===== config.mk =====
export PLATFORM = sky130hd
export DESIGN_NAME = obstacle_aware_speed_limiter_top
export DESIGN_NICKNAME = d
export VERILOG_FILES = /design/src/hw/rtl/osl_pkg.sv /design/src/hw/rtl/osl_obstacle.sv /design/src/hw/rtl/osl_heading.sv /design/src/hw/rtl/obstacle_aware_speed_limiter_top.sv
export SDC_FILE = /design/constraint.sdc
export NUM_CORES = 1
export LEC_CHECK = 0
export BUFFER_PORTS_ARGS = -buffer_cell sky130_fd_sc_hd__buf_2
export CORE_MARGIN = 5
export CORE_UTILIZATION = 33
export DETAILED_ROUTE_END_ITERATION = 10
export GPL_TIMING_DRIVEN = 0
export PLACE_DENSITY = 0.46
export REMOVE_ABC_BUFFERS = 1
export SYNTH_ARGS = -nofsm -noshare
export SYNTH_HDL_FRONTEND = slang
export SYNTH_SLANG_ARGS = --single-unit

===== constraint.sdc =====
create_clock -name aclk -period 33.3 [get_ports aclk]
set_clock_uncertainty 0.05 [all_clocks]
set_input_delay 1.665 -clock aclk [delete_from_list [all_inputs] [get_ports aclk]]
set_output_delay 1.665 -clock aclk [all_outputs]
set_load 0.02 [all_outputs]

===== src/hw/rtl/osl_pkg.sv =====
`timescale 1ns / 1ps
// osl_pkg: shared widths, constants and types of the obstacle-aware speed limiter
// used by every module under hw/rtl, depends on nothing

package osl_pkg;

    // heading window depth, legal range 2 to 32
    localparam int WINDOW_DEPTH = 7;

    localparam int RANGE_W   = 13;
    localparam int ANGLE_W   = 9;
    localparam int SPEED_IN_W = 8;
    localparam int GAIN_W    = 16;
    localparam int CFG_IDX_W = 2;

    // largest negated heading after saturation
    localparam int NEG_MAX   = 255;

    // running sum keeps any depth without wrapping
    localparam int MAG_W  = $clog2(WINDOW_DEPTH * NEG_MAX + 1);
    localparam int SUM_W  = MAG_W + 1;
    localparam int PROD_W = MAG_W + GAIN_W;
    localparam int NUM_W  = PROD_W + 2;

    // common signed width for intermediate speeds (obstacle speed reaches 819)
    localparam int SPEED_W = 12;

    localparam int MIN_SPEED = 10;
    localparam int SLEW_STEP = 1;

    // divide by ten: (x * 52429) >> 19, exact for 13-bit x
    localparam logic [15:0] DIV10_MUL = 16'd52429;
    localparam int DIV10_SHIFT = 19;
    localparam int QUOT_W = 10;

    // configuration register indexes
    localparam logic [CFG_IDX_W-1:0] CFG_HEADING_GAIN = 2'd0;
    localparam logic [CFG_IDX_W-1:0] CFG_SLOW_ZONE    = 2'd1;
    localparam logic [CFG_IDX_W-1:0] CFG_STOP_ZONE    = 2'd2;

    localparam logic [GAIN_W-1:0]  GAIN_RESET      = 16'd256;
    localparam logic [RANGE_W-1:0] SLOW_ZONE_RESET = 13'd400;
    localparam logic [RANGE_W-1:0] STOP_ZONE_RESET = 13'd150;

    typedef struct packed {
        logic [GAIN_W-1:0]  heading_gain_q8;
        logic [RANGE_W-1:0] slow_zone_mm;
        logic [RANGE_W-1:0] stop_zone_mm;
    } osl_cfg_t;

    typedef struct packed {
        logic                       is_obstacle;
        logic signed [SPEED_W-1:0]  speed;
    } osl_obs_t;

endpackage


===== src/hw/rtl/osl_obstacle.sv =====
`timescale 1ns / 1ps
// osl_obstacle: weighted minimum range and distance-following speed
// depends on osl_pkg

module osl_obstacle (
    input  logic [osl_pkg::RANGE_W-1:0] range_mid_left,
    input  logic [osl_pkg::RANGE_W-1:0] range_center,
    input  logic [osl_pkg::RANGE_W-1:0] range_mid_right,
    input  logic [osl_pkg::RANGE_W-1:0] range_outer_left,
    input  logic [osl_pkg::RANGE_W-1:0] range_outer_right,
    input  osl_pkg::osl_cfg_t           cfg,
    output osl_pkg::osl_obs_t           obs
);

    localparam int WIDE_W = osl_pkg::RANGE_W + 2;
    localparam int DPROD_W = osl_pkg::RANGE_W + 16;

    logic [WIDE_W-1:0]              outer_left_x3;
    logic [WIDE_W-1:0]              outer_right_x3;
    logic [WIDE_W-1:0]              near_wide;
    logic [osl_pkg::RANGE_W-1:0]    near_mm;
    logic [DPROD_W-1:0]             div_prod;
    logic [osl_pkg::QUOT_W-1:0]     quot;

    always_comb begin
        outer_left_x3  = {2'b00, range_outer_left} + {1'b0, range_outer_left, 1'b0};
        outer_right_x3 = {2'b00, range_outer_right} + {1'b0, range_outer_right, 1'b0};

        near_wide = WIDE_W'(range_mid_left);
        if (WIDE_W'(range_center) < near_wide) begin
            near_wide = WIDE_W'(range_center);
        end
        if (WIDE_W'(range_mid_right) < near_wide) begin
            near_wide = WIDE_W'(range_mid_right);
        end
        if (outer_left_x3 < near_wide) begin
            near_wide = outer_left_x3;
        end
        if (outer_right_x3 < near_wide) begin
            near_wide = outer_right_x3;
        end
        // never above the centre readings, so 13 bits hold it
        near_mm = near_wide[osl_pkg::RANGE_W-1:0];

        div_prod = DPROD_W'(near_mm) * DPROD_W'(osl_pkg::DIV10_MUL);
        quot = div_prod[osl_pkg::DIV10_SHIFT +: osl_pkg::QUOT_W];

        obs.is_obstacle = (near_mm < cfg.slow_zone_mm);
        if (near_mm > cfg.stop_zone_mm) begin
            if (quot < osl_pkg::QUOT_W'(osl_pkg::MIN_SPEED)) begin
                obs.speed = osl_pkg::SPEED_W'(osl_pkg::MIN_SPEED);
            end else begin
                obs.speed = osl_pkg::SPEED_W'(quot);
            end
        end else begin
            obs.speed = '0;
        end
    end

endmodule


===== src/hw/rtl/osl_heading.sv =====
`timescale 1ns / 1ps
// osl_heading: heading window with running sum, gain reduction and slew limit
// depends on osl_pkg

module osl_heading (
    input  logic                                  aclk,
    input  logic                                  aresetn,
    input  logic                                  commit,
    input  logic signed [osl_pkg::ANGLE_W-1:0]    heading_angle,
    input  logic signed [osl_pkg::SPEED_IN_W-1:0] current_speed,
    input  logic signed [osl_pkg::SPEED_IN_W-1:0] speed_limit,
    input  logic [osl_pkg::GAIN_W-1:0]            heading_gain_q8,
    output logic signed [osl_pkg::SPEED_W-1:0]    speed
);

    localparam int D = osl_pkg::WINDOW_DEPTH;

    logic signed [osl_pkg::ANGLE_W-1:0] window_reg [D];
    logic signed [osl_pkg::SUM_W-1:0]   sum_reg;
    logic signed [osl_pkg::SUM_W-1:0]   sum_next;

    logic signed [osl_pkg::ANGLE_W-1:0] neg;
    logic [osl_pkg::MAG_W-1:0]          mag;
    logic [osl_pkg::PROD_W-1:0]         prod;
    logic signed [osl_pkg::NUM_W-1:0]   lim_wide;
    logic signed [osl_pkg::NUM_W-1:0]   prod_wide;
    logic signed [osl_pkg::NUM_W-1:0]   num;
    logic signed [osl_pkg::NUM_W-1:0]   bias;
    logic signed [osl_pkg::NUM_W-1:0]   quo;
    logic signed [osl_pkg::SPEED_W-1:0] floored;
    logic signed [osl_pkg::SPEED_W-1:0] cur;
    logic signed [osl_pkg::SPEED_W-1:0] diff;

    always_comb begin
        // most negative angle saturates when negated
        if (heading_angle == {1'b1, {(osl_pkg::ANGLE_W-1){1'b0}}}) begin
            neg = osl_pkg::ANGLE_W'(osl_pkg::NEG_MAX);
        end else begin
            neg = -heading_angle;
        end

        sum_next = sum_reg - osl_pkg::SUM_W'(window_reg[D-1]) + osl_pkg::SUM_W'(neg);

        if (sum_next < 0) begin
            mag = osl_pkg::MAG_W'(-sum_next);
        end else begin
            mag = osl_pkg::MAG_W'(sum_next);
        end

        prod = osl_pkg::PROD_W'(mag) * osl_pkg::PROD_W'(heading_gain_q8);

        lim_wide  = osl_pkg::NUM_W'(speed_limit);
        prod_wide = osl_pkg::NUM_W'(prod);
        num = (lim_wide <<< 8) - prod_wide;

        // truncate toward zero
        bias = '0;
        if (num < 0) begin
            bias = osl_pkg::NUM_W'(255);
        end
        quo = (num + bias) >>> 8;

        if (quo < osl_pkg::MIN_SPEED) begin
            floored = osl_pkg::SPEED_W'(osl_pkg::MIN_SPEED);
        end else begin
            floored = osl_pkg::SPEED_W'(quo);
        end

        cur  = osl_pkg::SPEED_W'(current_speed);
        diff = floored - cur;
        if (diff > osl_pkg::SLEW_STEP) begin
            speed = cur + osl_pkg::SPEED_W'(osl_pkg::SLEW_STEP);
        end else if (diff < -osl_pkg::SLEW_STEP) begin
            speed = cur - osl_pkg::SPEED_W'(osl_pkg::SLEW_STEP);
        end else begin
            speed = floored;
        end
    end

    always_ff @(posedge aclk) begin
        if (!aresetn) begin
            for (int i = 0; i < D; i++) begin
                window_reg[i] <= '0;
            end
            sum_reg <= '0;
        end else if (commit) begin
            window_reg[0] <= neg;
            for (int i = 1; i < D; i++) begin
                window_reg[i] <= window_reg[i-1];
            end
            sum_reg <= sum_next;
        end
    end

endmodule


===== src/hw/rtl/obstacle_aware_speed_limiter_top.sv =====
`timescale 1ns / 1ps
// obstacle_aware_speed_limiter_top: input register, speed logic, result register
// depends on osl_pkg, osl_obstacle, osl_heading
//
// channel   direction  handshake            payload
// s_        in         s_valid / s_ready    five ranges, heading angle, current speed, limit
// m_        out        m_valid / m_ready    speed command
// cfg_      in         cfg_valid / cfg_ready  register index and write data
//
// result goes via input and result registers; one item per cycle while m_ready stays high
// the input register feeds the result register through the speed logic
// aresetn (synchronous) clears valid flags, window and sum; presets the config registers
// a stalled result holds the result register; the input register still takes an item
// while it is empty or the result register is empty or being taken in the same cycle

module obstacle_aware_speed_limiter_top (
    input  logic                                   aclk,
    input  logic                                   aresetn,

    input  logic                                   s_valid,
    output logic                                   s_ready,
    input  logic [osl_pkg::RANGE_W-1:0]            s_range_mid_left,
    input  logic [osl_pkg::RANGE_W-1:0]            s_range_center,
    input  logic [osl_pkg::RANGE_W-1:0]            s_range_mid_right,
    input  logic [osl_pkg::RANGE_W-1:0]            s_range_outer_left,
    input  logic [osl_pkg::RANGE_W-1:0]            s_range_outer_right,
    input  logic signed [osl_pkg::ANGLE_W-1:0]     s_heading_angle,
    input  logic signed [osl_pkg::SPEED_IN_W-1:0]  s_current_speed,
    input  logic signed [osl_pkg::SPEED_IN_W-1:0]  s_speed_limit,

    output logic                                   m_valid,
    input  logic                                   m_ready,
    output logic signed [osl_pkg::SPEED_IN_W-1:0]  m_speed_command,

    input  logic                                   cfg_valid,
    output logic                                   cfg_ready,
    input  logic [osl_pkg::CFG_IDX_W-1:0]          cfg_index,
    input  logic [osl_pkg::GAIN_W-1:0]             cfg_data
);

    // configuration registers
    osl_pkg::osl_cfg_t cfg_reg;

    // input register
    logic                                   in_valid_reg;
    logic [osl_pkg::RANGE_W-1:0]            mid_left_reg;
    logic [osl_pkg::RANGE_W-1:0]            center_reg;
    logic [osl_pkg::RANGE_W-1:0]            mid_right_reg;
    logic [osl_pkg::RANGE_W-1:0]            outer_left_reg;
    logic [osl_pkg::RANGE_W-1:0]            outer_right_reg;
    logic signed [osl_pkg::ANGLE_W-1:0]     angle_reg;
    logic signed [osl_pkg::SPEED_IN_W-1:0]  cur_reg;
    logic signed [osl_pkg::SPEED_IN_W-1:0]  limit_reg;

    // result register
    logic                                   out_valid_reg;
    logic signed [osl_pkg::SPEED_IN_W-1:0]  speed_cmd_reg;
    logic signed [osl_pkg::SPEED_IN_W-1:0]  speed_cmd_next;

    logic                                   advance;
    logic                                   commit;
    osl_pkg::osl_obs_t                      obs;
    logic signed [osl_pkg::SPEED_W-1:0]     heading_speed;
    logic signed [osl_pkg::SPEED_W-1:0]     chosen;
    logic signed [osl_pkg::SPEED_W-1:0]     limit_wide;

    // config writes always complete at once
    assign cfg_ready = 1'b1;

    // item in the input register moves on when the result register is free
    assign advance = in_valid_reg && (!out_valid_reg || m_ready);
    assign s_ready = !in_valid_reg || advance;
    // the heading window only moves on steps clear of obstacles
    assign commit  = advance && !obs.is_obstacle;

    osl_obstacle u_obstacle (
        .range_mid_left    (mid_left_reg),
        .range_center      (center_reg),
        .range_mid_right   (mid_right_reg),
        .range_outer_left  (outer_left_reg),
        .range_outer_right (outer_right_reg),
        .cfg               (cfg_reg),
        .obs               (obs)
    );

    osl_heading u_heading (
        .aclk            (aclk),
        .aresetn         (aresetn),
        .commit          (commit),
        .heading_angle   (angle_reg),
        .current_speed   (cur_reg),
        .speed_limit     (limit_reg),
        .heading_gain_q8 (cfg_reg.heading_gain_q8),
        .speed           (heading_speed)
    );

    // pick the branch, then cap at the limit
    always_comb begin
        limit_wide = osl_pkg::SPEED_W'(limit_reg);
        if (obs.is_obstacle) begin
            chosen = obs.speed;
        end else begin
            chosen = heading_speed;
        end
        if (chosen > limit_wide) begin
            chosen = limit_wide;
        end
        // low byte, two's complement
        speed_cmd_next = chosen[osl_pkg::SPEED_IN_W-1:0];
    end

    // configuration writes, unknown indexes dropped
    always_ff @(posedge aclk) begin
        if (!aresetn) begin
            cfg_reg.heading_gain_q8 <= osl_pkg::GAIN_RESET;
            cfg_reg.slow_zone_mm    <= osl_pkg::SLOW_ZONE_RESET;
            cfg_reg.stop_zone_mm    <= osl_pkg::STOP_ZONE_RESET;
        end else if (cfg_valid) begin
            case (cfg_index)
                osl_pkg::CFG_HEADING_GAIN: begin
                    cfg_reg.heading_gain_q8 <= cfg_data;
                end
                osl_pkg::CFG_SLOW_ZONE: begin
                    cfg_reg.slow_zone_mm <= cfg_data[osl_pkg::RANGE_W-1:0];
                end
                osl_pkg::CFG_STOP_ZONE: begin
                    cfg_reg.stop_zone_mm <= cfg_data[osl_pkg::RANGE_W-1:0];
                end
                default: begin
                end
            endcase
        end
    end

    // input register valid flag
    always_ff @(posedge aclk) begin
        if (!aresetn) begin
            in_valid_reg <= 1'b0;
        end else if (s_ready) begin
            in_valid_reg <= s_valid;
        end
    end

    // input payload, loaded on transfer
    always_ff @(posedge aclk) begin
        if (s_valid && s_ready) begin
            mid_left_reg    <= s_range_mid_left;
            center_reg      <= s_range_center;
            mid_right_reg   <= s_range_mid_right;
            outer_left_reg  <= s_range_outer_left;
            outer_right_reg <= s_range_outer_right;
            angle_reg       <= s_heading_angle;
            cur_reg         <= s_current_speed;
            limit_reg       <= s_speed_limit;
        end
    end

    // result register valid flag
    always_ff @(posedge aclk) begin
        if (!aresetn) begin
            out_valid_reg <= 1'b0;
        end else if (!out_valid_reg || m_ready) begin
            out_valid_reg <= in_valid_reg;
        end
    end

    // result payload
    always_ff @(posedge aclk) begin
        if (advance) begin
            speed_cmd_reg <= speed_cmd_next;
        end
    end

    assign m_valid         = out_valid_reg;
    assign m_speed_command = speed_cmd_reg;

endmodule

Word level (Yosys, flattened, before mapping) --
Memories as Yosys holds them, arrays and structs flattened. Index checks and enable logic that the tools add are counted.
Operators by class: $add $sub $neg 11, multipliers 2, divide/modulo/power cells 0, magnitude comparators 13, eq/ne operators 3, shift operators 0, muxes and demuxes 25, bitwise logic cells 7, reduce and logical (&&, ||, !) cells 12
Operator list (number):
- two-way mux 9 bit | 8
- two-way mux 12 bit | 4
- less-than comparator 13 bit | 3
- two-way mux 13 bit | 3
- adder 13 x 14 -> 15 bit | 2
- adder 29 x 9 -> 29 bit | 1
- less-than comparator 29 x 1 -> 1 bit (second input constant) | 1
- multiplier 13 x 16 -> 29 bit (second input constant) | 1
- subtractor 16 x 28 -> 29 bit | 1
- multiplier 11 x 16 -> 27 bit | 1
- less-than comparator 12 x 1 -> 1 bit (second input constant) | 2
- less-than comparator 21 x 5 -> 1 bit (second input constant) | 1
- two-way mux 10 bit | 2
- two-way mux 8 bit | 2
- less-than comparator 15 x 13 -> 1 bit | 1
- less-than comparator 15 bit | 1
- two-way mux 15 bit | 1
- greater-than comparator 13 bit | 1
- adder 12 x 9 -> 12 bit | 1
- greater-than comparator 12 x 2 -> 1 bit (second input constant) | 1
- greater-than comparator 12 x 8 -> 1 bit | 1
- subtractor 12 x 8 -> 12 bit | 1
- subtractor 12 x 9 -> 12 bit | 1
- two-way mux 11 bit | 1
- 15 further kinds | 31
Storage, ports and cells: register bits after elaboration 154, latch bits 0, memory bits (writable) 63, memory bits (read-only) 0, input port bits 113, output and inout bits 11, memories kept 1
Memory list:
- u_heading.window_reg | words 7, width 9, read ports 7, clocked after Yosys merged registers in 0, wr ports 7, RTL line osl_heading.sv:18 | logic signed [osl_pkg::ANGLE_W-1:0] window_reg [D];

Longest topological paths before layout --
word-level depth 19, depth in mapped cells 107, depth with buffers taken out 100

Modules after synthesis --
Synthesis repeated with hierarchy kept, for this count alone.
Second synthesis, totals: cells, all modules 2775, area total of the unflattened synthesis 25294.3 µm²
By module, submodules not included:
- osl_heading | instances 1, cells each 1482, area an instance 13042.5 µm², seq. area each 2132.0 µm²
- osl_obstacle | instances 1, cells each 937, area an instance 7108.1 µm², seq. area each 0.0 µm²
- obstacle_aware_speed_limiter_top | instances 1, cells each 356, area an instance 5143.7 µm², seq. area each 3823.7 µm²

Worst setup path after synthesis --
No wires, ideal clock.
kind reg-to-reg, start register angle_reg[2] in the netlist's numbering, end register speed_cmd_reg, in the netlist m_speed_command[2] (data pin), library setup time 0.158 ns, arrival 19.949 ns, data required time 33.092 ns, setup slack 13.143 ns, stages on the path, launching flop included 105, buffers on the path 6, clock period less this slack 20.157 ns, path through edfxtp_1 > nor4_1 > nand2_1 > nor3_1 > nand2_1 > nand2b_1 > fa_1 > ha_1 > a21o_1 > a21oi_1 > o21bai_1 > a21oi_1 > o21bai_1 > a21oi_1 > nor2b_1 > o21a_1 > o21ai_0 > nand2b_1 > [69 not listed] > o21ai_0 > ha_1 > nor2b_1 > o21a_1 > o21a_1 > o21a_1 > o21a_1 > o21a_1 > o21ai_0 > nand2b_1 > a21oi_1 > nor2b_1 > o21ai_0 > a21oi_1 > a21oi_1 > clkbuf_1 > o2111ai_1 > o211ai_1
Between the ends: longest elaborated chain between the ends 19
RTL lines:
- start: declaration | RTL line obstacle_aware_speed_limiter_top.sv:51 | logic signed [osl_pkg::ANGLE_W-1:0] angle_reg;
- start signal: assignment | RTL line obstacle_aware_speed_limiter_top.sv:152 | angle_reg <= s_heading_angle;
- == test 9 bit * | RTL line osl_heading.sv:36 | if (heading_angle == {1'b1, {(osl_pkg::ANGLE_W-1){1'b0}}}) begin
- two-way mux 9 bit * | RTL line osl_heading.sv:36
- net u_heading.neg (one bit) | RTL line osl_heading.sv:22 | logic signed [osl_pkg::ANGLE_W-1:0] neg;
- adder 12 x 9 -> 12 bit * | RTL line osl_heading.sv:42 | sum_next = sum_reg - osl_pkg::SUM_W'(window_reg[D-1]) + osl_pkg::SUM_W'(neg);
- negation 11 bit or less-than comparator 12 x 1 -> 1 bit (tied branches) | RTL line osl_heading.sv:45, osl_heading.sv:44
- two-way mux 11 bit * | RTL line osl_heading.sv:44 | if (sum_next < 0) begin
- multiplier 11 x 16 -> 27 bit * | RTL line osl_heading.sv:50 | prod = osl_pkg::PROD_W'(mag) * osl_pkg::PROD_W'(heading_gain_q8);
- subtractor 16 x 28 -> 29 bit * | RTL line osl_heading.sv:54 | num = (lim_wide <<< 8) - prod_wide;
- [5 not listed]
- subtractor 12 x 8 -> 12 bit | RTL line osl_heading.sv:70 | diff = floored - cur;
- less-than comparator 12 x 1 -> 1 bit | RTL line osl_heading.sv:73 | end else if (diff < -osl_pkg::SLEW_STEP) begin
- two-way mux 12 bit | RTL line osl_heading.sv:73
- two-way mux 12 bit * | RTL line osl_heading.sv:71 | if (diff > osl_pkg::SLEW_STEP) begin
- two-way mux 12 bit * | RTL line obstacle_aware_speed_limiter_top.sv:100 | if (obs.is_obstacle) begin
- greater-than comparator 12 x 8 -> 1 bit | RTL line obstacle_aware_speed_limiter_top.sv:105 | if (chosen > limit_wide) begin
- two-way mux 8 bit * | RTL line obstacle_aware_speed_limiter_top.sv:105
- net chosen (one bit) | RTL line obstacle_aware_speed_limiter_top.sv:64 | logic signed [osl_pkg::SPEED_W-1:0] chosen;
- end signal: assignment | RTL line obstacle_aware_speed_limiter_top.sv:170 | speed_cmd_reg <= speed_cmd_next;
- end: declaration | RTL line obstacle_aware_speed_limiter_top.sv:57 | logic signed [osl_pkg::SPEED_IN_W-1:0] speed_cmd_reg;
The timed path passes the listed nets; every way through them passes the cells marked *. A chain may end at the register's enable or synchronous reset.

Final worst setup path --
start register angle_reg[2] in the netlist's numbering, end register speed_cmd_reg, in the netlist m_speed_command[5] (data pin)
Same word-level chain as after synthesis.

==> out/metrics.cfg <==
[placed_design]
hpwl_um=51500
place.gp.congestion=0.843
port_buffers=122
place_ws_ns=8.49

[drt]
first_iter_violations=915
antenna_left=0
drt-total-wl_um=64200
wl_per_cell_um=17.0
dr.pass1.iters=5
vias=19100
vias_per_cell=5.05
drc_errors=0

[clock_tree]
clock_latency_ns=0.60
cts_tree=built
htree_levels=1
cts.sinks=217
cts_buffer_depth=3
cts_setup_buffers=0
cts_root_buffer=clkbuf_16
cts_buffers=27
postCtsResizedCells=0
clkSlewWorstSetupHoldPaths_ns=0.06
postCtsHoldBufs=0

[min_path]
min_path_type=reg2reg
min_to=cfg_reg[12]
hold_depth=2
worstHoldStart=cfg_reg[12]

[run]
max-cap-violations=0

[global_route]
grt_pass1_vias=19700
grt_use_met3_pct=2.11
grt.overflow.total=0
grt_use_total_pct=15.7
grt_pass1_wl_um=104000
top_usage_layer=met2
grt_max_degree=110
antenna_found_initial=5
met2_usage_pct=25.6
grtUsageMet1_pct=22.2

[worst_setup_path]
slowest_stage=o21ai_1
cp-end-kind=register
critical_path.max_fanout=19
r2r-end=m_speed_command[5]
rrSetupSlack_ns=8.63
r2r_cells=98
crit-reg2reg-launch=angle_reg[2]
crit_top_cell=o21ai_0
crit_type=reg2reg
max_stage_delay_ns=0.99
timing.critical_path.from=angle_reg[2]
worstSetupStartpointType=register
required_ns=33.57
cp.arrival_ns=24.94

[yosys]
yosys.area.top_type=edfxtp_1
synth_edf_count=161
synth_flop_cell=edfxtp_1
avgSynthCellArea_um2=9.10
syn-instance-count=2710
yosysTopAreaCellShare_pct=19.6
synthArstFlopShare_pct=0
ys_seq_area_share_pct=24.2
synth_cell_type_count=89
synth_area_um2=24700
synth_area_leaders=edfxtp_1 (20%), ha_1 (16%), fa_1 (15%)
synth.ff_latch_count=217
yosys_warnings=0

[final_layout]
largest_register_ffs=63
layout.nets=3394
drive_gt1_share_pct=8.35
syn_to_final_growth_pct=10.9
nFillCells=7671

[sta]
min_period_ns=24.67
fmax_mhz=40.5
tightest_slew_ns=1.37
fin_crit_sh_pct=74.1
fin_ws_ns=8.63
max_slew_margin_pct=8.56
setup_violations=0
final_hold_viol_count=0
setup_tns_ns=0
rsz0062_at_grt=false
maxSlewViolCount=0

[die]
core_area_um2=74300
die_area_um2=80300
io_pins=124
die_y_um=283
start_util_pct=33.2
die_w_um=283
rows=100

[status]
status=complete, no violations

[synthesized netlist by cell type (7+ instances only)]
master	n
inv_1	370
ha_1	311
nand2_1	256
fa_1	187
edfxtp_1	161
a21oi_1	138
nor2_1	124
o21ai_0	95
nor2b_1	81
clkbuf_1	78
xnor2_1	74
and3_1	65
and2_1	63
dfxtp_1	56
nand3_1	55
nor3_1	50
xor2_1	45
a21boi_0	44
nand2b_1	44
o21a_1	35
a21o_1	34
mux2i_1	25
nand4_1	24
o21bai_1	24
o211ai_1	22
or3_1	20
a211oi_1	16
a31oi_1	14
or2_2	14
a211o_1	10
nor4_1	9
o22ai_1	9
a2111oi_0	8
o211a_1	8
and4_1	7
[worst max-delay path, delay by kind of cell, from the launching register on]
kind,cells,cell delay [ns]
DFF,1,0.45
buffers and inverters,5,0.39
adders and majority gates,13,4.78
and+or+nand+nor,26,5.60
AOI/OAI and AO/OA,50,11.38
muxes,1,0.44
xor gates and xnor gates,3,1.33
[cell type report]
class / instances / area, µm² / area share [%]
clock inverter: 13 / 164 / 0.600
timing repair buffer: 129 / 737 / 2.70
multi-input combinational: 2037 / 17100 / 62.5
tap: 969 / 1210 / 4.43
sequential: 217 / 5960 / 21.8
inverter: 371 / 1390 / 5.09
clock buffer: 37 / 778 / 2.85
antenna: 5 / 12.5 / 0.0458
[per-stage QoR]
step                hold slack, ns  instance area (µm²)  instances  util, %
global placement             0.407                26100       3716     35.2
floorplan                    0.393                24300       2625        -
CTS                          0.419                27300       3773     36.8
global route                 0.442                27300       3775     36.8
detailed placement           0.410                26400       3723     35.5
finish                       0.414                27300       3778     36.8
[routing by layer]
layer	part of all wire, %	wire [µm]	up-vias
met4	2.3	1500	0
li1	-	-	9492
met1	49	31500	9193
met5	0	0	-
met3	3.5	2250	78
met2	45	29000	309
[layout by cell type, fill, tap and decap left out, drive strengths merged, types with 25 or more instances in the layout]
master / synthesis / final
dfxtp: 56 / 56
nor2b: 81 / 81
xnor2: 76 / 76
nor2: 124 / 124
nand2: 258 / 258
clkbuf: 78 / 37
edfxtp: 161 / 161
o21ai: 102 / 102
inv: 370 / 371
nand3: 55 / 55
buf: 9 / 129
o21a: 35 / 35
and2: 63 / 63
mux2i: 25 / 25
a21oi: 139 / 139
nand2b: 44 / 44
a21o: 34 / 34
fa: 187 / 187
xor2: 45 / 45
and3: 65 / 65
nor3: 52 / 52
ha: 311 / 311
a21boi: 44 / 44
[logic make-up (layout without fill, tap and decap cells)]
group | Yosys count | after routing | synth area share (%)
AOI/OAI and AO/OA | 535 | 535 | 14.5
adders and majority gates | 498 | 498 | 31.0
buffers and inverters | 458 | 550 | 7.03
muxes | 31 | 31 | 1.29
and+or+nand+nor | 849 | 849 | 17.7
other | 1 | 8 | 0.0152
xor gates and xnor gates | 121 | 121 | 4.36
DFF | 217 | 217 | 24.2
[worst max path at each step]
stage	endpoint	slack, ns	depth (start not counted)
3_3_place_gp	m_speed_command[7]	8.10	98
3_5_place_dp	m_speed_command[6]	8.49	94
4_1_cts	m_speed_command[5]	8.44	94
2_1_floorplan	m_speed_command[4]	12.62	98
6_report	m_speed_command[5]	8.63	98
5_1_grt	m_speed_command[1]	6.12	99
Power is left out: the tool's default activity adds up to more than one toggle a clock period on the data nets, which glitch-free logic cannot reach.
